===== config.mk =====
export PLATFORM = sky130hd
export DESIGN_NAME = max_heap_priority_queue_flat
export DESIGN_NICKNAME = d
export VERILOG_FILES = /design/src/design/mhpq_pkg.sv /design/src/design/mhpq_in_if.sv /design/src/design/mhpq_out_if.sv /design/src/design/max_heap_priority_queue.sv /design/src/flat_wrapper.sv
export SDC_FILE = /design/constraint.sdc
export NUM_CORES = 2
export LEC_CHECK = 0
export ABC_AREA = 1
export ABC_CLOCK_PERIOD_IN_PS = 19900
export BUFFER_PORTS_ARGS = -buffer_cell sky130_fd_sc_hd__buf_4
export CORE_MARGIN = 3
export CORE_UTILIZATION = 35
export CTS_CLUSTER_SIZE = 10
export DETAILED_ROUTE_END_ITERATION = 10
export GPL_TIMING_DRIVEN = 0
export PLACE_DENSITY = 0.45
export REMOVE_ABC_BUFFERS = 1
export SETUP_SLACK_MARGIN = 0.02
export SYNTH_ARGS = -nofsm -noshare
export SYNTH_HDL_FRONTEND = slang
export SYNTH_SLANG_ARGS = --single-unit

===== constraint.sdc =====
create_clock -name clk_i -period 19.9 [get_ports clk_i]
set_clock_uncertainty 0.15 [all_clocks]
set_input_delay 2.985 -clock clk_i [delete_from_list [all_inputs] [get_ports clk_i]]
set_output_delay 2.985 -clock clk_i [all_outputs]
set_load 0.1 [all_outputs]

===== src/design/mhpq_pkg.sv =====
// Shared types and constants of the max-heap priority queue.
package mhpq_pkg;

  localparam int unsigned DefCapacity = 64;
  localparam int unsigned DataW       = 32;
  localparam int unsigned StatW       = 2;
  localparam int unsigned CountOutW   = 7;

  typedef logic signed [DataW-1:0] data_t;

  typedef enum logic {
    OpInsert = 1'b0,
    OpRemove = 1'b1
  } op_e;

  typedef enum logic [StatW-1:0] {
    StDone  = 2'd0,
    StFull  = 2'd1,
    StEmpty = 2'd2
  } status_e;

endpackage


===== src/design/mhpq_in_if.sv =====
// Request channel of the max-heap priority queue: operation and value.
interface mhpq_in_if import mhpq_pkg::*; ();
  logic         valid;
  logic         ready;
  logic         operation;
  data_t        value;

  modport source (output valid, output operation, output value, input ready);
  modport sink   (input valid, input operation, input value, output ready);
endinterface


===== src/design/mhpq_out_if.sv =====
// Result channel of the max-heap priority queue: status, top value, entry count.
interface mhpq_out_if import mhpq_pkg::*; ();
  logic                 valid;
  logic                 ready;
  logic [StatW-1:0]     status;
  data_t                top_value;
  logic [CountOutW-1:0] entry_count;

  modport source (output valid, output status, output top_value, output entry_count,
                  input ready);
  modport sink   (input valid, input status, input top_value, input entry_count,
                  output ready);
endinterface


===== src/design/max_heap_priority_queue.sv =====
// Binary max-heap priority queue held in one synchronous memory.
//
//   channel  dir  handshake     payload
//   in_i     in   valid/ready   operation (0 insert, 1 remove max), value (s32)
//   out_o    out  valid/ready   status (2b), top_value (s32), entry_count (7b)
//
// One request at a time. A rejected insert (full), an insert into an empty heap,
// a removal on an empty heap and a removal of the only entry complete at the
// accept edge. Any other insert moves the hole up level by level in S_UP, with
// S_PLACE at the root; any other removal reads the last entry in S_LAST and then
// sinks it level by level in S_DOWN. At each level the memory read of
// parent/children is issued while the previous level's write lands. No clearing
// pass: reset zeroes the count, the state and the output valid, not the memory.
// A result waits in the output register; a new request is taken once it is gone
// or being taken in the same cycle.
module max_heap_priority_queue import mhpq_pkg::*; #(
  parameter int unsigned CAPACITY = DefCapacity
) (
  input  logic clk_i,
  input  logic rst_ni,
  mhpq_in_if.sink    in_i,
  mhpq_out_if.source out_o
);

  localparam int unsigned IdxW = $clog2(CAPACITY);
  localparam int unsigned CntW = $clog2(CAPACITY + 1);
  // Positions are one-based; one extra bit holds 2*pos+1 without wrap.
  localparam int unsigned PosW = CntW + 1;

  typedef logic [IdxW-1:0] idx_t;
  typedef logic [CntW-1:0] cnt_t;
  typedef logic [PosW-1:0] pos_t;

  typedef enum logic [2:0] {
    S_IDLE,
    S_UP,     // parent data in rd_a_q, compare and move hole up
    S_PLACE,  // hole reached the root, drop value there
    S_LAST,   // last entry in rd_a_q, becomes the sinking value
    S_DOWN    // children in rd_a_q / rd_b_q, compare and move hole down
  } state_e;

  // heap storage, position p lives at address p-1
  data_t mem [CAPACITY];
  data_t rd_a_q, rd_b_q;

  state_e state_q, state_d;
  cnt_t   cnt_q, cnt_d;
  pos_t   pos_q, pos_d;
  data_t  val_q, val_d;
  data_t  top_q, top_d;

  logic                 out_valid_q, out_valid_d;
  logic [StatW-1:0]     out_status_q, out_status_d;
  data_t                out_top_q, out_top_d;
  logic [CountOutW-1:0] out_count_q, out_count_d;

  logic    in_ready, accept, done;
  status_e status_r;
  logic    we;
  idx_t    waddr, raddr_a, raddr_b;
  data_t   wdata;

  // sift-down helpers
  pos_t  left, right, best, up_par, cnt_pos;
  logic  l_gt, r_gt;
  data_t best_val;

  assign in_ready   = (state_q == S_IDLE) && (!out_valid_q || out_o.ready);
  assign in_i.ready = in_ready;
  assign accept     = in_i.valid && in_ready;

  assign cnt_pos  = PosW'(cnt_q);
  assign left     = pos_q << 1;
  assign right    = left + pos_t'(1);
  assign up_par   = pos_q >> 1;
  assign l_gt     = (left <= cnt_pos) && (val_q < rd_a_q);
  assign best_val = l_gt ? rd_a_q : val_q;
  assign r_gt     = (right <= cnt_pos) && (best_val < rd_b_q);
  assign best     = r_gt ? right : left;

  always_comb begin
    state_d  = state_q;
    cnt_d    = cnt_q;
    pos_d    = pos_q;
    val_d    = val_q;
    done     = 1'b0;
    status_r = StDone;
    we       = 1'b0;
    waddr    = '0;
    wdata    = val_q;
    raddr_a  = '0;
    raddr_b  = '0;

    case (state_q)
      S_IDLE: begin
        if (accept) begin
          if (in_i.operation == OpInsert) begin
            if (cnt_q == cnt_t'(CAPACITY)) begin
              done     = 1'b1;
              status_r = StFull;
            end else begin
              cnt_d = cnt_q + cnt_t'(1);
              pos_d = cnt_pos + pos_t'(1);
              val_d = in_i.value;
              if (cnt_q == '0) begin
                we    = 1'b1;
                waddr = '0;
                wdata = in_i.value;
                done  = 1'b1;
              end else begin
                // parent of the new slot: (cnt+1)/2, address one less
                raddr_a = IdxW'(((cnt_pos + pos_t'(1)) >> 1) - pos_t'(1));
                state_d = S_UP;
              end
            end
          end else begin
            if (cnt_q == '0) begin
              done     = 1'b1;
              status_r = StEmpty;
            end else begin
              cnt_d = cnt_q - cnt_t'(1);
              if (cnt_q == cnt_t'(1)) begin
                done = 1'b1;
              end else begin
                raddr_a = IdxW'(cnt_q - cnt_t'(1));
                state_d = S_LAST;
              end
            end
          end
        end
      end

      S_UP: begin
        we    = 1'b1;
        waddr = IdxW'(pos_q - pos_t'(1));
        if (rd_a_q < val_q) begin
          // parent slides down into the hole
          wdata = rd_a_q;
          pos_d = up_par;
          if (up_par == pos_t'(1)) begin
            state_d = S_PLACE;
          end else begin
            raddr_a = IdxW'((up_par >> 1) - pos_t'(1));
          end
        end else begin
          wdata   = val_q;
          done    = 1'b1;
          state_d = S_IDLE;
        end
      end

      S_PLACE: begin
        we      = 1'b1;
        waddr   = '0;
        wdata   = val_q;
        done    = 1'b1;
        state_d = S_IDLE;
      end

      S_LAST: begin
        val_d   = rd_a_q;
        pos_d   = pos_t'(1);
        raddr_a = IdxW'(1);
        raddr_b = IdxW'(2);
        state_d = S_DOWN;
      end

      S_DOWN: begin
        we    = 1'b1;
        waddr = IdxW'(pos_q - pos_t'(1));
        if (l_gt || r_gt) begin
          // larger child slides up into the hole
          wdata   = r_gt ? rd_b_q : rd_a_q;
          pos_d   = best;
          raddr_a = IdxW'((best << 1) - pos_t'(1));
          raddr_b = IdxW'(best << 1);
        end else begin
          wdata   = val_q;
          done    = 1'b1;
          state_d = S_IDLE;
        end
      end

      default: begin
        state_d = S_IDLE;
      end
    endcase
  end

  // root copy kept in a register so the result needs no extra read
  always_comb begin
    top_d = top_q;
    if (we && (waddr == '0)) begin
      top_d = wdata;
    end
  end

  always_comb begin
    out_valid_d  = out_valid_q && !out_o.ready;
    out_status_d = out_status_q;
    out_top_d    = out_top_q;
    out_count_d  = out_count_q;
    if (done) begin
      out_valid_d  = 1'b1;
      out_status_d = status_r;
      out_top_d    = (cnt_d == '0) ? data_t'(0) : top_d;
      out_count_d  = CountOutW'(cnt_d);
    end
  end

  always_ff @(posedge clk_i or negedge rst_ni) begin
    if (!rst_ni) begin
      state_q     <= S_IDLE;
      cnt_q       <= '0;
      out_valid_q <= 1'b0;
    end else begin
      state_q     <= state_d;
      cnt_q       <= cnt_d;
      out_valid_q <= out_valid_d;
    end
  end

  always_ff @(posedge clk_i) begin
    pos_q        <= pos_d;
    val_q        <= val_d;
    top_q        <= top_d;
    out_status_q <= out_status_d;
    out_top_q    <= out_top_d;
    out_count_q  <= out_count_d;
  end

  always_ff @(posedge clk_i) begin
    if (we) begin
      mem[waddr] <= wdata;
    end
    rd_a_q <= mem[raddr_a];
    rd_b_q <= mem[raddr_b];
  end

  assign out_o.valid       = out_valid_q;
  assign out_o.status      = out_status_q;
  assign out_o.top_value   = out_top_q;
  assign out_o.entry_count = out_count_q;

endmodule

===== src/flat_wrapper.sv =====
// flat-port wrapper written by rule: the top's interface ports become plain ports
module max_heap_priority_queue_flat import mhpq_pkg::*;
#(
  parameter int unsigned CAPACITY = DefCapacity
)
  (clk_i, rst_ni, in_i_valid, in_i_operation, in_i_value, in_i_ready, out_o_valid, out_o_status, out_o_top_value, out_o_entry_count, out_o_ready);
  mhpq_in_if in_i_i ();
  mhpq_out_if out_o_i ();
  input  logic clk_i;
  input  logic rst_ni;
  input wire logic [$bits(in_i_i.valid)-1:0] in_i_valid;
  input wire logic [$bits(in_i_i.operation)-1:0] in_i_operation;
  input wire logic [$bits(in_i_i.value)-1:0] in_i_value;
  output wire logic [$bits(in_i_i.ready)-1:0] in_i_ready;
  output wire logic [$bits(out_o_i.valid)-1:0] out_o_valid;
  output wire logic [$bits(out_o_i.status)-1:0] out_o_status;
  output wire logic [$bits(out_o_i.top_value)-1:0] out_o_top_value;
  output wire logic [$bits(out_o_i.entry_count)-1:0] out_o_entry_count;
  input wire logic [$bits(out_o_i.ready)-1:0] out_o_ready;
  assign in_i_i.valid = in_i_valid;
  assign in_i_i.operation = in_i_operation;
  assign in_i_i.value = in_i_value;
  assign in_i_ready = in_i_i.ready;
  assign out_o_valid = out_o_i.valid;
  assign out_o_status = out_o_i.status;
  assign out_o_top_value = out_o_i.top_value;
  assign out_o_entry_count = out_o_i.entry_count;
  assign out_o_i.ready = out_o_ready;
  max_heap_priority_queue #(.CAPACITY(CAPACITY)) u_core (.clk_i(clk_i), .rst_ni(rst_ni), .in_i(in_i_i), .out_o(out_o_i));
endmodule

==> results.cfg <==
[global_route]
grt.total_usage = 0.255
grt_pass1_vias = 80900
antenna_found_initial = 7
grt_start_max_net_pins = 147
grt_overflow_total = 0
grt_pass1_wl_um = 595000

[yosys]
yosysTopAreaCell = edfxtp_1
synth_edf_count = 2129
synth_top_area_share = 0.582
ys_top_cells_by_area = edfxtp_1 (58%), nand3_1 (13%), nand2_1 (6.9%)
ys_top_cells_by_count = nand3_1 (2874), edfxtp_1 (2129), nand2_1 (2027), inv_1 (1697), o211ai_1 (560)
synth_seq_cells = 2236
async_flop_share = 0.00492
netlist-cell-type-count = 53
synth_area_per_cell_um2 = 9.74
synth_area_um2 = 110000
syn_inst = 11300
seq_area_frac_synth = 0.601
yosysMostFrequentCell = nand3_1
ys.warnings.count = 0
ys_dominant_reg_cell = edfxtp_1

[worst_setup_path]
max_stage_delay_ns = 0.61
path_buf_inv = 6
worst-setup-path-type = register to register
worstPathRequired_ns = 20.47
cp_top_family = simple AND/OR/NAND/NOR gates
startpoint_type = register
slowest_stage = nand3_4
cp_data_arrival_time_ns = 10.98
cp_common_cell = nand2_1
critPathMaxFanout = 124
cp-end-kind = register

[place]
hpwl_um = 266000
dp.cells = 15100
gp_congestion = 0.859
preCtsSetupSlack_ns = 9.75
io_buffers = 79

[cells_and_area]
multiInputGateArea_um2 = 34400
fin_nets = 11300
fill_cells = 29600
layout-drive-gt1-share = 0.0799
fin_cells = 15500
register_area_um2 = 66100
synthToLayoutAreaGrowth_pct = 17.2

[min_path]
hold_class = register to register

[routing]
drt-total-wl_um = 423000
drtIter0Drc = 8847
firstDrtPassIters = 6
routed_via_density = 5.53
drc = 0
ant_nets = 0
vias = 85600
routedWlPerCell_um = 27.3

[sta]
finalSetupTns_ns = 0
rsz0062_at_grt = no
hold_viol = 0
max_slew_margin = 0.0378
whs_ns = 0.297
fmax_mhz = 96.1
setup_viol = 0
setup_slack_ns = 9.50
min_period_ns = 10.40
finalMaxSlewViolations = 0
tightest_slew_ns = 1.43
timing.final.crit_share = 0.523

[power]
max-vdd-ir-drop_v = 0.000173
power_density_nw_per_um2 = 189
p_leak_uw = 0.0491

[clock_network]
cts_tree = done
numCtsBuffers = 279
cts_root_buf = clkbuf_16
cts.path.max_buffers = 4
cts_num_sinks = 2236
htreeDepth = 5
cts_resized = 0
post-cts-setup-buffers = 0
path_clk_slew_ns = 0.06
clk_latency_ns = 0.87
ctsHoldBuffers = 0

[floorplanning]
pin_count = 80
die-area_um2 = 321000
fp.dieH_um = 566
coreArea_um2 = 312000
rows = 205
initial_core_util = 0.352
die_w_um = 566

[job]
maxCapViolCount = 0

[outcome]
status = completed
report_power, final:
part	leakage (uW)	internal [uW]	total [uW]	switching, uW
Sequential	0.0202	7110	7330	221
Clock	0.00381	2640	4590	1960
Combinational	0.0251	3710	12400	8740
Total	0.0491	13500	24400	10900
cells in the final DEF, fill, tap and decap left out, types with 6 or more instances in the layout:
cell          n
dfrtp_1      11
xor2_1       17
edfxtp_1   2129
inv_2        10
buf_12      194
buf_8        45
nor2_1       57
o21ai_0     162
o221ai_1      6
nand3_1    2873
clkbuf_8      7
nand2_1    2020
buf_16      130
o21a_1       35
buf_4        83
inv_6        10
nand2_2       7
nand3b_1    449
inv_1      1691
nor2_4       71
dfxtp_1      96
clkinv_2      6
nand4_1      15
clkbuf_1    105
a22oi_2      18
clkbuf_16   282
nor3_1       10
o211ai_1    560
clkinv_8      6
a21oi_1      93
ha_1         78
clkinv_1     18
logic make-up (layout without fill, tap and decap cells):
kind of cell             after synthesis  count (layout)  synth area share
AO/OA/AOI/OAI                        911             911            0.0566
flip-flops                          2236            2236             0.601
XOR/XNOR                              19              19           0.00151
buffers and inverters               2525            2596            0.0936
adder cells (fa/ha/maj)               78              78           0.00888
AND/OR/NAND/NOR                     5517            5517             0.238
other                                  0               2                 0
multiplexers                           1               1          0.000102
cell type report:
| type | instances | area share |
|---|---|---|
| diodes | 2 | 0.0000388 |
| clock buffers | 394 | 0.0586 |
| clock inverters | 38 | 0.00258 |
| inverters | 1712 | 0.0504 |
| multi-input cells | 6526 | 0.267 |
| flip-flops and latches | 2236 | 0.513 |
| well taps | 4140 | 0.0402 |
| repair buffers | 452 | 0.0680 |
stage by stage:
stage          power (uW)  cell area [um2]   util
2_1_floorplan       15200           106000      -
3_3_place_gp        19300           112000  0.358
3_5_place_dp        19800           121000  0.387
4_1_cts             24400           129000  0.413
5_1_grt             25600           129000  0.413
6_report            24400           129000  0.413
final timing paths:
| kind | endpoint | cells past startpoint | slack, ns | startpoint |
|---|---|---|---|---|
| min in group asynchronous | u_core.out_o.valid | 1 | 1.83 | rst_ni |
| worst min register to register | u_core.top_q[30] | 2 | 0.30 | u_core.top_q[30] |
| worst max register to register | u_core.rd_a_q[4] | 34 | 9.50 | u_core.val_q[31] |
| worst max-delay path | u_core.rd_a_q[4] | 34 | 9.50 | u_core.val_q[31] |
| worst min-delay path | u_core.top_q[30] | 2 | 0.30 | u_core.top_q[30] |
| max in group asynchronous | u_core.cnt_q[0] | 1 | 17.55 | rst_ni |
sequential cells by signal, summed over array words and instances (netlist names):
register and cells:
u_core.rd_b_q 32, u_core.state_q 3, u_core.pos_q 8, u_core.top_q 32, u_core.mem 2048, u_core.out_o.valid 1, u_core.val_q 32, u_core.out_o.status 2
u_core.rd_a_q 32, u_core.out_o.entry_count 7, u_core.out_o.top_value 32, u_core.cnt_q 7
tightest hold or removal path, delay by kind of cell, from the launching register on:
kind | cells | cell delay (ns)
simple gates | 2 | 0.12
flops | 1 | 0.31
metal layers:
metal | up-vias | global-route usage | routed length, um
li1 | 38700 | - | -
met1 | 42000 | 0.342 | 176000
met2 | 3921 | 0.406 | 192000
met3 | 986 | 0.0289 | 28800
met4 | 0 | 0.139 | 25900
met5 | - | 0 | 0
Power figures use the tool's default switching activity.
